File: src/rtl/sles_pkg.sv
// Shared types and constants of the status LED event sequencer.
// No dependencies; every file of the block but the tick and frame interfaces refers to it by scoped names.
`timescale 1ns / 1ps
`default_nettype none

package sles_pkg;

  // Configuration register indexes
  typedef enum logic [2:0] {
    REG_ALARM_TRIP_LEVEL   = 3'd0,
    REG_FIRE_DURATION      = 3'd1,
    REG_SETUP_DURATION     = 3'd2,
    REG_RESET_DURATION     = 3'd3,
    REG_CONNECT_DURATION   = 3'd4,
    REG_DISCONNECT_DURATION = 3'd5,
    REG_BLINK_HALF_PERIOD  = 3'd6
  } reg_index_t;

  localparam int unsigned CFG_ADDR_W = 3;
  localparam int unsigned CFG_DATA_W = 16;

  // Link state codes; four and above all mean "other"
  localparam logic [2:0] LINK_UNKNOWN = 3'd0;
  localparam logic [2:0] LINK_SETUP   = 3'd1;
  localparam logic [2:0] LINK_RESET   = 3'd2;
  localparam logic [2:0] LINK_RUNNING = 3'd3;

  // Animation kinds, also the reported animation code
  typedef enum logic [1:0] {
    KIND_NONE    = 2'd0,
    KIND_ALARM   = 2'd1,
    KIND_LINK    = 2'd2,
    KIND_CONNECT = 2'd3
  } anim_kind_t;

  // Blink timing
  localparam logic [11:0] FIRE_HALF_MS     = 12'd500;
  localparam logic [11:0] BLUE_FALLBACK_MS = 12'd200;
  localparam logic [11:0] CYAN_FALLBACK_MS = 12'd500;

  // Colours as {red, green, blue}
  localparam logic [23:0] COLOR_BLACK = 24'h000000;
  localparam logic [23:0] COLOR_RED   = 24'hFF0000;
  localparam logic [23:0] COLOR_BLUE  = 24'h000050;
  localparam logic [23:0] COLOR_CYAN  = 24'h2EFFB9;

  // Register reset values
  localparam logic [9:0]  RST_ALARM_TRIP_LEVEL = 10'd700;
  localparam logic [15:0] RST_FIRE_DURATION   = 16'd10000;
  localparam logic [15:0] RST_SETUP_DURATION  = 16'd10000;
  localparam logic [15:0] RST_RESET_DURATION  = 16'd2000;
  localparam logic [15:0] RST_CONNECT_DURATION = 16'd5000;
  localparam logic [15:0] RST_DISCONNECT_DURATION = 16'd5000;
  localparam logic [11:0] RST_BLINK_HALF_PERIOD = 12'd500;

  typedef struct packed {
    logic [9:0]  alarm_trip_level;
    logic [15:0] fire_duration_ms;
    logic [15:0] setup_duration_ms;
    logic [15:0] reset_duration_ms;
    logic [15:0] connect_duration_ms;
    logic [15:0] disconnect_duration_ms;
    logic [11:0] blink_half_period_ms;
  } cfg_t;

  typedef struct packed {
    logic [31:0] now_ms;
    logic [2:0]  link_state;
    logic        wifi_up;
    logic [9:0]  alarm_level;
    logic        manual_on;
  } item_t;

  typedef struct packed {
    logic        strip_write;
    logic [7:0]  red;
    logic [7:0]  green;
    logic [7:0]  blue;
    logic        rainbow_override;
    logic [1:0]  anim_code;
  } result_t;

  typedef struct packed {
    logic        prev_wifi;
    logic        prev_alarm_high;
    logic [2:0]  prev_link;
    logic        anim_active;
    anim_kind_t  anim_kind;
    logic [31:0] anim_start;
    logic [15:0] anim_length;
    logic        blink_enable;
    logic [11:0] blink_step;
    logic [31:0] blink_last;
    logic        blink_phase;
  } state_t;

endpackage

`default_nettype wire

File: src/rtl/sles_in_if.sv
// Input channel of the status LED event sequencer: one update tick per transaction.
// No dependencies.
`timescale 1ns / 1ps
`default_nettype none

interface sles_in_if;
  logic        valid;
  logic        ready;
  logic [31:0] now_ms;
  logic [2:0]  link_state;
  logic        wifi_up;
  logic [9:0]  alarm_level;
  logic        manual_on;

  modport source (
    output valid, now_ms, link_state, wifi_up, alarm_level, manual_on,
    input  ready
  );
  modport sink (
    input  valid, now_ms, link_state, wifi_up, alarm_level, manual_on,
    output ready
  );
endinterface

`default_nettype wire

File: src/rtl/sles_out_if.sv
// Result channel of the status LED event sequencer: one strip frame per transaction.
// No dependencies.
`timescale 1ns / 1ps
`default_nettype none

interface sles_out_if;
  logic       valid;
  logic       ready;
  logic       strip_write;
  logic [7:0] red;
  logic [7:0] green;
  logic [7:0] blue;
  logic       rainbow_override;
  logic [1:0] anim_code;

  modport source (
    output valid, strip_write, red, green, blue, rainbow_override, anim_code,
    input  ready
  );
  modport sink (
    input  valid, strip_write, red, green, blue, rainbow_override, anim_code,
    output ready
  );
endinterface

`default_nettype wire

File: src/rtl/sles_cfg_if.sv
// Configuration write channel of the status LED event sequencer.
// Depends on sles_pkg for the address and data widths.
`timescale 1ns / 1ps
`default_nettype none

interface sles_cfg_if;
  logic                                valid;
  logic                                ready;
  logic [sles_pkg::CFG_ADDR_W-1:0]     addr;
  logic [sles_pkg::CFG_DATA_W-1:0]     data;

  modport source (output valid, addr, data, input ready);
  modport sink   (input valid, addr, data, output ready);
endinterface

`default_nettype wire

File: src/rtl/sles_step.sv
// Per-tick logic of the status LED event sequencer: edge detection, animation
// start and end, shared blinker. Purely combinational; depends on sles_pkg.
`timescale 1ns / 1ps
`default_nettype none

module sles_step (
  input  sles_pkg::cfg_t    cfg,
  input  sles_pkg::state_t  st,
  input  sles_pkg::item_t   item,
  output sles_pkg::state_t  st_next,
  output sles_pkg::result_t res
);

  logic        high;
  logic        ev_setup;
  logic        ev_reset;
  logic        ev_connect;
  logic        ev_alarm;
  logic        ev_disc;
  logic        start;
  logic [31:0] elapsed;
  logic [31:0] since_blink;
  logic        expired;
  logic        due;
  logic        do_blink;
  logic        known;
  logic [11:0] half;
  logic [23:0] colour;
  logic [23:0] wr_colour;
  logic        wr_flag;

  // Compare against the previous tick
  assign high       = item.alarm_level >= cfg.alarm_trip_level;
  assign ev_setup   = (st.prev_link == sles_pkg::LINK_UNKNOWN) &&
                      (item.link_state == sles_pkg::LINK_SETUP) && !high;
  assign ev_reset   = (item.link_state == sles_pkg::LINK_RESET) &&
                      (st.prev_link != sles_pkg::LINK_RESET) && !high;
  assign ev_connect = (st.prev_link != sles_pkg::LINK_RUNNING) &&
                      (item.link_state == sles_pkg::LINK_RUNNING) && item.wifi_up && !high;
  assign ev_alarm   = high && !st.prev_alarm_high;
  assign ev_disc    = !item.wifi_up && st.prev_wifi && !high;
  assign start      = ev_setup || ev_reset || ev_connect || ev_alarm || ev_disc;

  // Elapsed times, modulo 2^32; a fresh start never ends in its own tick
  assign elapsed     = item.now_ms - st.anim_start;
  assign since_blink = item.now_ms - st.blink_last;
  assign expired     = !start && (elapsed > {16'd0, st.anim_length});

  always_comb begin
    st_next   = st;
    wr_flag   = 1'b0;
    wr_colour = sles_pkg::COLOR_BLACK;
    do_blink  = 1'b0;
    known     = 1'b1;
    half      = sles_pkg::FIRE_HALF_MS;
    colour    = sles_pkg::COLOR_BLACK;
    due       = 1'b0;
    res       = '0;

    if (item.manual_on) begin
      // Override: only track wifi and alarm level
      st_next.prev_wifi       = item.wifi_up;
      st_next.prev_alarm_high = high;
      res.rainbow_override    = 1'b1;
      res.anim_code           = st.anim_active ? st.anim_kind : sles_pkg::KIND_NONE;
    end else begin
      // Start the winning animation; later events take priority
      if (ev_disc) begin
        st_next.anim_kind   = sles_pkg::KIND_LINK;
        st_next.anim_length = cfg.disconnect_duration_ms;
      end else if (ev_alarm) begin
        st_next.anim_kind   = sles_pkg::KIND_ALARM;
        st_next.anim_length = cfg.fire_duration_ms;
      end else if (ev_connect) begin
        st_next.anim_kind   = sles_pkg::KIND_CONNECT;
        st_next.anim_length = cfg.connect_duration_ms;
      end else if (ev_reset) begin
        st_next.anim_kind   = sles_pkg::KIND_LINK;
        st_next.anim_length = cfg.reset_duration_ms;
      end else if (ev_setup) begin
        st_next.anim_kind   = sles_pkg::KIND_LINK;
        st_next.anim_length = cfg.setup_duration_ms;
      end
      if (start) begin
        st_next.anim_start  = item.now_ms;
        st_next.anim_active = 1'b1;
      end
      if (ev_setup || ev_reset || ev_connect || ev_disc) begin
        st_next.blink_enable = 1'b1;
        st_next.blink_step   = cfg.blink_half_period_ms;
      end

      if (st_next.anim_active) begin
        // Pick the frame source for the active animation
        unique case (st_next.anim_kind)
          sles_pkg::KIND_ALARM: begin
            do_blink = 1'b1;
            half     = sles_pkg::FIRE_HALF_MS;
            colour   = sles_pkg::COLOR_RED;
          end
          sles_pkg::KIND_LINK: begin
            half   = (st_next.blink_step != 12'd0) ? st_next.blink_step
                                                  : sles_pkg::BLUE_FALLBACK_MS;
            colour = sles_pkg::COLOR_BLUE;
            if (st_next.blink_enable) begin
              do_blink = 1'b1;
            end else begin
              wr_flag   = 1'b1;
              wr_colour = sles_pkg::COLOR_BLUE;
            end
          end
          sles_pkg::KIND_CONNECT: begin
            do_blink = 1'b1;
            half     = (st_next.blink_step != 12'd0) ? st_next.blink_step
                                                    : sles_pkg::CYAN_FALLBACK_MS;
            colour   = sles_pkg::COLOR_CYAN;
          end
          default: begin
            known = 1'b0;
          end
        endcase

        // Toggle the shared blinker once its half period has passed
        due = since_blink >= {20'd0, half};
        if (do_blink && due) begin
          st_next.blink_last  = item.now_ms;
          st_next.blink_phase = ~st.blink_phase;
          wr_flag   = 1'b1;
          wr_colour = st.blink_phase ? sles_pkg::COLOR_BLACK : colour;
        end

        // End the animation and blank the strip
        if (known && expired) begin
          st_next.anim_active = 1'b0;
          wr_flag   = 1'b1;
          wr_colour = sles_pkg::COLOR_BLACK;
        end
      end else begin
        wr_flag   = 1'b1;
        wr_colour = sles_pkg::COLOR_BLACK;
      end

      st_next.prev_wifi       = item.wifi_up;
      st_next.prev_alarm_high = high;
      st_next.prev_link       = item.link_state;

      res.strip_write = wr_flag;
      res.red         = wr_colour[23:16];
      res.green       = wr_colour[15:8];
      res.blue        = wr_colour[7:0];
      res.anim_code   = st_next.anim_active ? st_next.anim_kind : sles_pkg::KIND_NONE;
    end
  end

endmodule

`default_nettype wire

File: src/rtl/status_led_event_sequencer.sv
// Top level of the status LED event sequencer: input register, tick logic,
// result register, configuration registers. Depends on sles_pkg, the three
// channel interfaces and sles_step.
`timescale 1ns / 1ps
`default_nettype none

// Each tick transaction yields exactly one result transaction. A tick can be
// taken every clock cycle while the result channel keeps up. An accepted tick
// waits in the input register and moves into the result register once that
// register is free or being emptied, and its result is presented from there. The
// sequencer state updates in the same cycle a tick moves from the input register
// into the result register, so the state loop (two 32-bit subtract-and-compare
// paths plus selection) sets the rate at one tick per cycle when results are not
// stalled. Ticks keep flowing while a result waits, until both registers hold an
// item. Configuration writes are always taken and should be issued only while no
// tick is in flight. There is no memory and no clearing pass after reset.
module status_led_event_sequencer (
  input  wire             clk,
  input  wire             rst,
  sles_in_if.sink         items,
  sles_out_if.source      results,
  sles_cfg_if.sink        cfg
);

  sles_pkg::cfg_t    cfg_regs;
  sles_pkg::state_t  st;
  sles_pkg::state_t  st_next;
  sles_pkg::item_t   item;
  sles_pkg::result_t res_next;
  sles_pkg::result_t res;
  logic              item_vld;
  logic              res_vld;
  logic              advance;

  // Move the held tick forward when the result register is free
  assign advance     = item_vld && (!res_vld || results.ready);
  assign items.ready = !item_vld || advance;
  assign cfg.ready   = 1'b1;

  // Capture incoming tick transactions
  always_ff @(posedge clk) begin
    if (rst) begin
      item_vld <= 1'b0;
    end else if (items.ready) begin
      item_vld <= items.valid;
    end
    if (items.valid && items.ready) begin
      item.now_ms      <= items.now_ms;
      item.link_state  <= items.link_state;
      item.wifi_up     <= items.wifi_up;
      item.alarm_level <= items.alarm_level;
      item.manual_on   <= items.manual_on;
    end
  end

  sles_step u_step (
    .cfg     (cfg_regs),
    .st      (st),
    .item    (item),
    .st_next (st_next),
    .res     (res_next)
  );

  // Hold sequencer state; advance it once per tick
  always_ff @(posedge clk) begin
    if (rst) begin
      st <= '0;
    end else if (advance) begin
      st <= st_next;
    end
  end

  // Result register
  always_ff @(posedge clk) begin
    if (rst) begin
      res_vld <= 1'b0;
    end else if (advance) begin
      res_vld <= 1'b1;
    end else if (results.ready) begin
      res_vld <= 1'b0;
    end
    if (advance) begin
      res <= res_next;
    end
  end

  assign results.valid            = res_vld;
  assign results.strip_write      = res.strip_write;
  assign results.red              = res.red;
  assign results.green            = res.green;
  assign results.blue             = res.blue;
  assign results.rainbow_override = res.rainbow_override;
  assign results.anim_code        = res.anim_code;

  // Configuration registers; writes to unused indexes drop
  always_ff @(posedge clk) begin
    if (rst) begin
      cfg_regs.alarm_trip_level       <= sles_pkg::RST_ALARM_TRIP_LEVEL;
      cfg_regs.fire_duration_ms       <= sles_pkg::RST_FIRE_DURATION;
      cfg_regs.setup_duration_ms      <= sles_pkg::RST_SETUP_DURATION;
      cfg_regs.reset_duration_ms      <= sles_pkg::RST_RESET_DURATION;
      cfg_regs.connect_duration_ms    <= sles_pkg::RST_CONNECT_DURATION;
      cfg_regs.disconnect_duration_ms <= sles_pkg::RST_DISCONNECT_DURATION;
      cfg_regs.blink_half_period_ms   <= sles_pkg::RST_BLINK_HALF_PERIOD;
    end else if (cfg.valid) begin
      unique case (cfg.addr)
        sles_pkg::REG_ALARM_TRIP_LEVEL:    cfg_regs.alarm_trip_level <= cfg.data[9:0];
        sles_pkg::REG_FIRE_DURATION:       cfg_regs.fire_duration_ms <= cfg.data;
        sles_pkg::REG_SETUP_DURATION:      cfg_regs.setup_duration_ms <= cfg.data;
        sles_pkg::REG_RESET_DURATION:      cfg_regs.reset_duration_ms <= cfg.data;
        sles_pkg::REG_CONNECT_DURATION:    cfg_regs.connect_duration_ms <= cfg.data;
        sles_pkg::REG_DISCONNECT_DURATION: cfg_regs.disconnect_duration_ms <= cfg.data;
        sles_pkg::REG_BLINK_HALF_PERIOD:   cfg_regs.blink_half_period_ms <= cfg.data[11:0];
        default: begin
        end
      endcase
    end
  end

  // A non-override tick that leaves no animation running blanks the strip
  a_idle_writes_black: assert property (@(posedge clk) disable iff (rst)
    (advance && !item.manual_on && !st_next.anim_active) |=>
      (res.strip_write && res.red == 8'd0 && res.green == 8'd0 && res.blue == 8'd0))
    else $error("idle tick did not blank the strip");

  // Override ticks never write the strip
  a_manual_no_write: assert property (@(posedge clk) disable iff (rst)
    (advance && item.manual_on) |=> (!res.strip_write && res.rainbow_override))
    else $error("override tick wrote the strip");

  // An active animation always has a real kind
  a_active_has_kind: assert property (@(posedge clk) disable iff (rst)
    st.anim_active |-> (st.anim_kind != sles_pkg::KIND_NONE))
    else $error("active animation without a kind");

  // A lit frame comes only from an animation still running
  a_lit_means_active: assert property (@(posedge clk) disable iff (rst)
    (res_vld && (res.red != 8'd0 || res.green != 8'd0 || res.blue != 8'd0)) |->
      (res.anim_code != sles_pkg::KIND_NONE))
    else $error("lit frame with no running animation");

  // State moves only with a tick
  a_state_holds: assert property (@(posedge clk) disable iff (rst)
    !advance |=> ($stable(st.prev_link) && $stable(st.anim_active) &&
                  $stable(st.blink_last) && $stable(st.blink_phase)))
    else $error("state changed without a tick");

endmodule

`default_nettype wire

File: src/flat_wrapper.sv
// flat-port wrapper written by rule: the top's interface ports become plain ports
module status_led_event_sequencer_flat 
  (clk, rst, items_valid, items_now_ms, items_link_state, items_wifi_up, items_alarm_level, items_manual_on, items_ready, results_valid, results_strip_write, results_red, results_green, results_blue, results_rainbow_override, results_anim_code, results_ready, cfg_valid, cfg_addr, cfg_data, cfg_ready);
  sles_in_if items_i ();
  sles_out_if results_i ();
  sles_cfg_if cfg_i ();
  input  wire clk;
  input  wire rst;
  input wire logic [$bits(items_i.valid)-1:0] items_valid;
  input wire logic [$bits(items_i.now_ms)-1:0] items_now_ms;
  input wire logic [$bits(items_i.link_state)-1:0] items_link_state;
  input wire logic [$bits(items_i.wifi_up)-1:0] items_wifi_up;
  input wire logic [$bits(items_i.alarm_level)-1:0] items_alarm_level;
  input wire logic [$bits(items_i.manual_on)-1:0] items_manual_on;
  output wire logic [$bits(items_i.ready)-1:0] items_ready;
  output wire logic [$bits(results_i.valid)-1:0] results_valid;
  output wire logic [$bits(results_i.strip_write)-1:0] results_strip_write;
  output wire logic [$bits(results_i.red)-1:0] results_red;
  output wire logic [$bits(results_i.green)-1:0] results_green;
  output wire logic [$bits(results_i.blue)-1:0] results_blue;
  output wire logic [$bits(results_i.rainbow_override)-1:0] results_rainbow_override;
  output wire logic [$bits(results_i.anim_code)-1:0] results_anim_code;
  input wire logic [$bits(results_i.ready)-1:0] results_ready;
  input wire logic [$bits(cfg_i.valid)-1:0] cfg_valid;
  input wire logic [$bits(cfg_i.addr)-1:0] cfg_addr;
  input wire logic [$bits(cfg_i.data)-1:0] cfg_data;
  output wire logic [$bits(cfg_i.ready)-1:0] cfg_ready;
  assign items_i.valid = items_valid;
  assign items_i.now_ms = items_now_ms;
  assign items_i.link_state = items_link_state;
  assign items_i.wifi_up = items_wifi_up;
  assign items_i.alarm_level = items_alarm_level;
  assign items_i.manual_on = items_manual_on;
  assign items_ready = items_i.ready;
  assign results_valid = results_i.valid;
  assign results_strip_write = results_i.strip_write;
  assign results_red = results_i.red;
  assign results_green = results_i.green;
  assign results_blue = results_i.blue;
  assign results_rainbow_override = results_i.rainbow_override;
  assign results_anim_code = results_i.anim_code;
  assign results_i.ready = results_ready;
  assign cfg_i.valid = cfg_valid;
  assign cfg_i.addr = cfg_addr;
  assign cfg_i.data = cfg_data;
  assign cfg_ready = cfg_i.ready;
  status_led_event_sequencer u_core (.clk(clk), .rst(rst), .items(items_i), .results(results_i), .cfg(cfg_i));
endmodule
File: config.mk
export PLATFORM = sky130hd
export DESIGN_NAME = status_led_event_sequencer_flat
export DESIGN_NICKNAME = d
export VERILOG_FILES = /design/src/rtl/sles_pkg.sv /design/src/rtl/sles_in_if.sv /design/src/rtl/sles_out_if.sv /design/src/rtl/sles_cfg_if.sv /design/src/rtl/sles_step.sv /design/src/rtl/status_led_event_sequencer.sv /design/src/flat_wrapper.sv
export SDC_FILE = /design/constraint.sdc
export NUM_CORES = 1
export LEC_CHECK = 0
export BUFFER_PORTS_ARGS = -buffer_cell sky130_fd_sc_hd__buf_4
export CELL_PAD_IN_SITES_DETAIL_PLACEMENT = 0
export CELL_PAD_IN_SITES_GLOBAL_PLACEMENT = 1
export CORE_MARGIN = 5
export CORE_UTILIZATION = 43
export CTS_BUF_LIST = sky130_fd_sc_hd__clkbuf_8
export CTS_CLUSTER_SIZE = 8
export DETAILED_ROUTE_END_ITERATION = 8
export GPL_TIMING_DRIVEN = 0
export PLACE_DENSITY_LB_ADDON = 0.1
export SLEW_MARGIN = 20
export SYNTH_ARGS = -nofsm -noshare
export SYNTH_HDL_FRONTEND = slang
export SYNTH_SLANG_ARGS = --single-unit
File: constraint.sdc
create_clock -name clk -period 4.34 [get_ports clk]
set_clock_uncertainty 0.15 [all_clocks]
set_input_delay 0.651 -clock clk [delete_from_list [all_inputs] [get_ports clk]]
set_output_delay 0.651 -clock clk [all_outputs]
set_load 0.01 [all_outputs]
* Word level (Yosys, flattened, before mapping)
Cells that the tools add are included.
** Operators by class
- Add/sub/neg operators :: 2
- Order comparisons :: 3
- Eq/ne operators :: 14
- Mux-type cells :: 46
- Bitwise logic cells :: 3
- Reductions and logical operators :: 47
** Operators with widths (number)
- 2-to-1 mux 16 bit :: 5
- one-hot mux 24 bit (3 select lines) :: 1
- subtractor 32 bit :: 2
- 2-to-1 mux 12 bit :: 4
- 2-to-1 mux 24 bit :: 2
- greater-or-equal comparator 32 x 12 -> 1 bit :: 1
- greater-than comparator 32 x 16 -> 1 bit :: 1
- 2-to-1 mux 13 bit :: 2
- one-hot mux 12 bit (2 select lines) :: 1
- 2-to-1 mux 1 bit :: 19
- 2-to-1 mux 2 bit :: 9
- AND reduction 2 bit :: 8
- logical AND 1 bit :: 15
- 2-to-1 mux 7 bit :: 2
- == test 3 x 2 -> 1 bit, second input constant :: 4
- nonzero test 12 bit :: 1
- greater-or-equal comparator 10 bit :: 1
- == test 3 bit, second input constant :: 3
- logical OR 1 bit :: 7
- == test 3 x 1 -> 1 bit, second input constant :: 2
- zero test 1 bit :: 6
- zero test 3 bit :: 2
- inequality test 3 x 2 -> 1 bit, second input constant :: 2
- AND reduction 3 bit :: 2
- 9 further kinds :: 13
** Word-level totals
- Register bits after elaboration :: 281
- Input bits :: 71
- Output and inout bits :: 31
- Logic and storage cells :: 146

* Longest topological paths before layout
- Word-level depth :: 20
- Depth in mapped cells :: 24
- Gate-level depth less buffers :: 22

* Hierarchy
Synthesis repeated with hierarchy kept, for this count alone.
** Second synthesis, totals
- Cells, all modules :: 2098
- Area, all modules :: 18156.2 um^2
** By module, submodules not included
- status_led_event_sequencer :: times used 1, cells each 946, area each 10440.0 um^2, sequential area each 6376.1 um^2
- sles_step :: times used 1, cells each 1152, area each 7716.2 um^2, sequential area each 0.0 um^2

* Least setup slack after synthesis
No wires, ideal clock.
- Path type :: register to register
- Start :: reg, netlist name u_core.item[1]
- End :: reg u_core.res, in the netlist u_core.results.strip_write (data pin)
- Library setup time :: 0.268 ns
- Arrival :: 4.339 ns
- Required time :: 3.922 ns
- Slack :: -0.417 ns
- Stages on the path, launching flop included :: 23
- Path buffers :: 2
- Period minus slack after synthesis :: 4.757 ns
- Cells stage by stage :: edfxtp_1 > inv_1 > ha_1 > nand2b_1 > a21o_1 > a21oi_1 > o211ai_1 > a311oi_2 > clkbuf_1 > mux2_2 > nand2_1 > ha_1 > a21oi_1 > nor2b_1 > o21ai_0 > nor4bb_1 > nand4_1 > nor4b_1 > and4_1 > nand4_1 > clkbuf_1 > nand2_1 > a31oi_1
** Between the ends
- Cells in the longest elaborated chain, start to end :: 18
- Elaborated cells on any way between the ends :: 50
- Classes of those cells :: 2 x order compare; 3 x eq/ne; 27 x mux; 18 x reduce/logical
** Ends and longest elaborated chain
- greater-or-equal comparator 10 bit (*) :: line sles_step.sv:33 : assign high = item.alarm_level >= cfg.alarm_trip_level;
- zero test 1 bit
- logical AND 1 bit, on equally long branches :: line sles_step.sv:35, sles_step.sv:37
- 2-to-1 mux 2 bit / logical OR 1 bit (equally long branches) :: line sles_step.sv:80, sles_step.sv:42, sles_step.sv:88
- 2-to-1 mux 2 bit / logical OR 1 bit (equally long branches) :: line sles_step.sv:77, sles_step.sv:42, sles_step.sv:88
- 2-to-1 mux 2 bit / logical OR 1 bit (equally long branches) :: line sles_step.sv:74, sles_step.sv:88
- 2-to-1 mux 2 bit / 2-to-1 mux 13 bit (equally long branches) :: line sles_step.sv:71, sles_step.sv:88
- 2-to-1 mux 2 bit / 2-to-1 mux 13 bit (equally long branches) :: line sles_step.sv:68, sles_step.sv:60
- [... 2 more ...]
- one-hot mux 12 bit (2 select lines) / OR reduction 2 bit (equally long branches)
- 2-to-1 mux 12 bit / one-hot mux 1 bit (2 select lines) (equally long branches) :: line sles_step.sv:93, sles_step.sv:95
- 2-to-1 mux 12 bit / 2-to-1 mux 1 bit (equally long branches) :: line sles_step.sv:60, sles_step.sv:93
- greater-or-equal comparator 32 x 12 -> 1 bit / 2-to-1 mux 1 bit (equally long branches) :: line sles_step.sv:124, sles_step.sv:60
- logical AND 1 bit :: line sles_step.sv:125 : if (do_blink && due) begin
- 2-to-1 mux 1 bit :: line sles_step.sv:125
- 2-to-1 mux 1 bit :: line sles_step.sv:133 : if (known && expired) begin
- 2-to-1 mux 1 bit (*) :: line sles_step.sv:93 : if (st_next.anim_active) begin
- to (signal assigned) :: line status_led_event_sequencer.sv:83 : res <= res_next;
- to (decl) :: line status_led_event_sequencer.sv:30 : sles_pkg::result_t res;
Every way passes the cells marked *; elsewhere a longest branch is shown, timed or not. The select of a mux whose other input is x is not followed.
A chain may end at the register's enable or synchronous reset.

* Worst setup path after layout
- Start :: reg, netlist name u_core.item[1]
- End :: reg u_core.res, in the netlist u_core.results.blue[4] (data pin)
** Between the ends
- Cells in the longest elaborated chain, start to end :: 16
- Elaborated cells on any way between the ends :: 52
- Classes of those cells :: 2 x order compare; 3 x eq/ne; 27 x mux; 1 x bitwise; 19 x reduce/logical
** Ends and longest elaborated chain
- greater-or-equal comparator 10 bit (*) :: line sles_step.sv:33
- zero test 1 bit
- logical AND 1 bit, on equally long branches :: line sles_step.sv:35, sles_step.sv:37
- 2-to-1 mux 2 bit / logical OR 1 bit (equally long branches) :: line sles_step.sv:80, sles_step.sv:42, sles_step.sv:88
- 2-to-1 mux 2 bit / logical OR 1 bit (equally long branches) :: line sles_step.sv:77, sles_step.sv:42, sles_step.sv:88
- 2-to-1 mux 2 bit / logical OR 1 bit (equally long branches) :: line sles_step.sv:74, sles_step.sv:88
- 2-to-1 mux 2 bit / 2-to-1 mux 13 bit (equally long branches) :: line sles_step.sv:71, sles_step.sv:88
- 2-to-1 mux 2 bit / 2-to-1 mux 13 bit (equally long branches) :: line sles_step.sv:68, sles_step.sv:60
- 2-to-1 mux 2 bit / nonzero test 12 bit (equally long branches) :: line sles_step.sv:60, sles_step.sv:102, sles_step.sv:114
- == test 2 bit (tied with other cells) :: line sles_step.sv:95 : unique case (st_next.anim_kind)
- one-hot mux 12 bit (2 select lines) (tied with other cells) :: line sles_step.sv:95
- 2-to-1 mux 12 bit (tied with other cells) :: line sles_step.sv:93
- 2-to-1 mux 12 bit / 2-to-1 mux 1 bit (equally long branches) :: line sles_step.sv:60, sles_step.sv:93
- greater-or-equal comparator 32 x 12 -> 1 bit / 2-to-1 mux 1 bit (equally long branches) :: line sles_step.sv:124, sles_step.sv:60
- logical AND 1 bit, on equally long branches :: line sles_step.sv:125, sles_step.sv:133
- 2-to-1 mux 24 bit / OR reduction 3 bit (equally long branches)
Marked as above.

==> summary.txt <==
Clock network
  • Clk_lat worst skew: 640 ps
  • Clock sink count: between 200 and 300
  • H-tree depth: 2
  • CTS tree: built
  • Worst-path clk slew: 60 ps
  • Clock tree buffer depth: 3
  • CTS Buf Count: 48
  • Root Driver: clkbuf_8

Floorplanning
  • # IOs: roughly 100
  • Site Rows: 69
  • Chip width: 200.1 um
  • Core ar.: 35660 um^2
  • Die height: around 200 um
  • Die Area: 40050 um^2
  • Initial Utilization: 43.59%

GRT
  • Gr usage total: 23.92%
  • First-pass GRT wire length: 77.43 mm
  • Pin count of the biggest net entering global routing: 37
  • Grt ovf: 0
  • Vias in the first global route: 13806
  • Initial antenna violation count: 1

Timing
  • Slew @ Worst Pin: 892.7 ps
  • RSZ-0062 raised after global routing: true
  • Final slew viol count: 0
  • Crit share post-route: 117.2%
  • Hold Fails Final Rpt: 0
  • Final setup margin: -746.8 ps
  • Slew margin rel.: 40.49%
  • Min Clock Period, post-route: just over 5000 ps
  • Fmax: 196.6 MHz
  • Final setup vio count: 43

Place
  • Hpwl dp: between 30 and 40 mm
  • Setup WS pre-CTS: -1599 ps
  • # port buffers: 95
  • Gpl congestion: 0.9100
  • Dpl cells: around 2400

Pwr
  • Clock power share: between 30% and 40%
  • Comb pwr share: roughly a fifth
  • Leakage: 7.026 nW
  • Peak VDD IR: 254.9 uV
  • Sequential share of power: 42.4%
  • NetSw: 1.956 mW
  • Internal power: 4.320 mW
  • Switching Share: between 30% and 40%
  • Power Dens Cells: 332.8 nW/um^2

Logic synthesis
  • Yosys cell types: 81
  • Post-synth EDFFs: 57
  • Yosys warns: 0
  • Asr flop ratio synth: 0%
  • Post-Syn Area per Cell: between 8 and 9 um^2
  • Cell Area, Synth: 15540 um^2
  • Ys flop type: dfxtp_1
  • Yosys reg bits: 263
  • Sequential area share after synthesis: 37.54%
  • Synth Instances: around 1900

Critical path
  • WP data arrival: 5280 ps
  • Critical path type: flop to flop
  • Critical path endpoint category: flop
  • Crit path max fanout: 6
  • Crit path launch type: flop
  • Worst EP required: 4540 ps

Layout
  • Fin nets: 2261
  • Register area: 5836 um^2
  • P&R area growth vs syn: 21.32%
  • Multi-input gate area: 9071 um^2
  • FILL cells: 3387
  • Final Non-Filler Cells: 2589
  • Commonest non-fill, non-tap cell in the layout: nand2_1
  • Ant diodes: 0
  • Share of cells above drive strength 1: 18.37%
  • Commonest cells after routing, fill and taps aside: 346 x nand2_1, 206 x dfxtp_1, 200 x a21oi_1, 146 x buf_4, 125 x inv_1

Route
  • Via/cell ratio: about 5.6
  • Pre-antenna DRT Iters: 7
  • Final ANT Viol Nets: 0
  • Vias after detailed routing: 14486
  • 1st-iter DRT viols: 918
  • Routed WL per cell: 19.20 um
  • Remaining DRCs: 0
  • Detailed-route wire length: 49.70 mm

Min path
  • HP Class: input port to flop

Flow run
  • Max cap viols: 0

Run status
  • Outcome: complete, but fails checks
  • Failing checks: negative setup slack
[per-layer routing]
layer	share of wire [%]	vias to the layer above	global-route usage, %
met5	0.016	-	0
met4	2.7	2	7.032
met3	5.9	92	4.544
met2	44	400	36.96
met1	47	6892	34.24
li1	-	7100	-
[power by group through the flow]
| stage | Combinational, mW | Sequential [mW] | Clock (mW) |
|---|---|---|---|
| after global placement | 1.08 | 2.71 | 0 |
| after CTS | 1.21 | 2.66 | 2.43 |
| after detailed placement | 1.09 | 2.71 | 0 |
| after floorplan | 0.758 | 2.68 | 0 |
| after global routing | 1.37 | 2.67 | 2.55 |
| final | 1.25 | 2.66 | 2.37 |
[synthesized netlist by cell type (7+ instances only)]
library cell / n / area [um^2]
o21a_1: 17 / 127.6
nand4_1: 21 / 131.4
nor2_1: 79 / 296.5
xor2_1: 24 / 210.2
nand3_1: 66 / 330.3
o21ai_1: 15 / 75.07
a31oi_1: 8 / 50.05
a21o_1: 30 / 225.2
nand2_1: 349 / 1310
mux2_2: 7 / 78.83
edfxtp_1: 57 / 1712
o21ai_2: 29 / 254.0
ha_1: 100 / 1251
and3_1: 13 / 81.33
clkbuf_1: 77 / 289.0
nand2b_1: 15 / 93.84
nand3b_1: 35 / 262.8
mux2i_1: 28 / 280.3
nor2b_1: 13 / 81.33
buf_4: 25 / 187.7
buf_2: 10 / 50.05
a21oi_1: 207 / 1036
nor3_1: 34 / 170.2
a211oi_1: 34 / 255.2
a211o_1: 7 / 61.31
dfxtp_1: 206 / 4124
nor4_1: 17 / 106.4
o21bai_1: 8 / 60.06
o211ai_1: 17 / 127.6
o21ai_0: 60 / 300.3
a21oi_2: 32 / 280.3
xnor2_1: 22 / 192.7
a2111oi_0: 20 / 175.2
inv_1: 113 / 424.2
[critical path: stages, from the launching register on]
cell and delay, ps:
edfxtp_1 350, inv_1 60, ha_1 210, nand2b_4 130, a21o_1 180, a21oi_2 130, o211ai_1 90, buf_4 190
buf_6 130, a311oi_4 260, buf_6 150, clkbuf_16 130, buf_8 110, nor2b_2 50, a2111oi_4 390, ha_1 350
a21oi_2 160, a21oi_2 90, nor4bb_1 260, nand4_1 140, nor4b_2 200, and4_1 250, nand4_1 120, buf_6 180
nand3b_1 100, buf_6 140, a211oi_1 80
[cells by family (layout without fill, tap and decap cells)]
kind of cell	after synthesis	in the layout	share of synthesized area [%]
simple gates	670	670	19.99
compound gates	537	537	22.64
flops	263	263	37.54
buf+inv	233	472	6.577
fa+ha+maj	102	102	8.307
xor+xnor	46	46	2.592
mux	35	35	2.310
other cells	2	3	0.04832
[final cells by class]
| class | instances | share of cell area [%] |
|---|---|---|
| Clock buffer | 58 | 4.233 |
| Buffer | 120 | 3.689 |
| Tap cell | 461 | 3.059 |
| Timing Repair Buffer | 149 | 6.854 |
| Clock inverter | 32 | 0.8626 |
| Inverter | 113 | 2.249 |
| Sequential cell | 263 | 30.95 |
| Multi-Input combinational cell | 1393 | 48.11 |
[final timing paths]
check / start / endpoint / slack, ps / depth (start not counted)
worst max-delay path: u_core.item[1]$_DFFE_PP_ / u_core.results.blue[4]$_SDFFCE_PP0P_ / -750 / 26
worst min-delay path: items_alarm_level[6] / u_core.item[7]$_DFFE_PP_ / 40 / 1
worst max register to register: u_core.item[1]$_DFFE_PP_ / u_core.results.blue[4]$_SDFFCE_PP0P_ / -750 / 26
worst min register to register: u_core.cfg_regs[38]$_SDFFE_PP0P_ / u_core.cfg_regs[38]$_SDFFE_PP0P_ / 300 / 2
[timing repair]
| action | in CTS | in global routing |
|---|---|---|
| resized for setup | 69 | 18 |
| endpoints found under the hold margin | 9 | 0 |
| buffers inserted | 33 | 8 |
| pin swaps | 46 | 27 |
| hold buffers | 9 | 0 |
| endpoints found under the setup margin | 51 | 52 |
| gates cloned | 0 | 3 |
[per-stage QoR]
stage          TNS, ps  util [%]  power (mW)  hold slack, ps  cell area [um^2]
6_report        -29600     52.89       6.276           37.67             18860
5_1_grt         -41720     52.89       6.587           3.033             18860
4_1_cts         -28500     52.24       6.305          0.4223             18630
3_5_place_dp    -61320     47.61       3.805           293.5             16980
3_3_place_gp    -60540     47.53       3.794           287.8             16950
2_1_floorplan    -3754         -       3.439           274.4             15660
[registers in the layout (all words and copies together) (netlist names)]
signal,cells
u_core.results.anim_code,2
u_core.results.blue,3
u_core.results.strip_write,1
u_core.results.valid,1
u_core.results.green,1
u_core.st,102
u_core.results.red,2
u_core.results.rainbow_override,1
u_core.cfg_regs,102
u_core.item,47
u_core.item_vld,1
(Power assumes the default switching activity.)
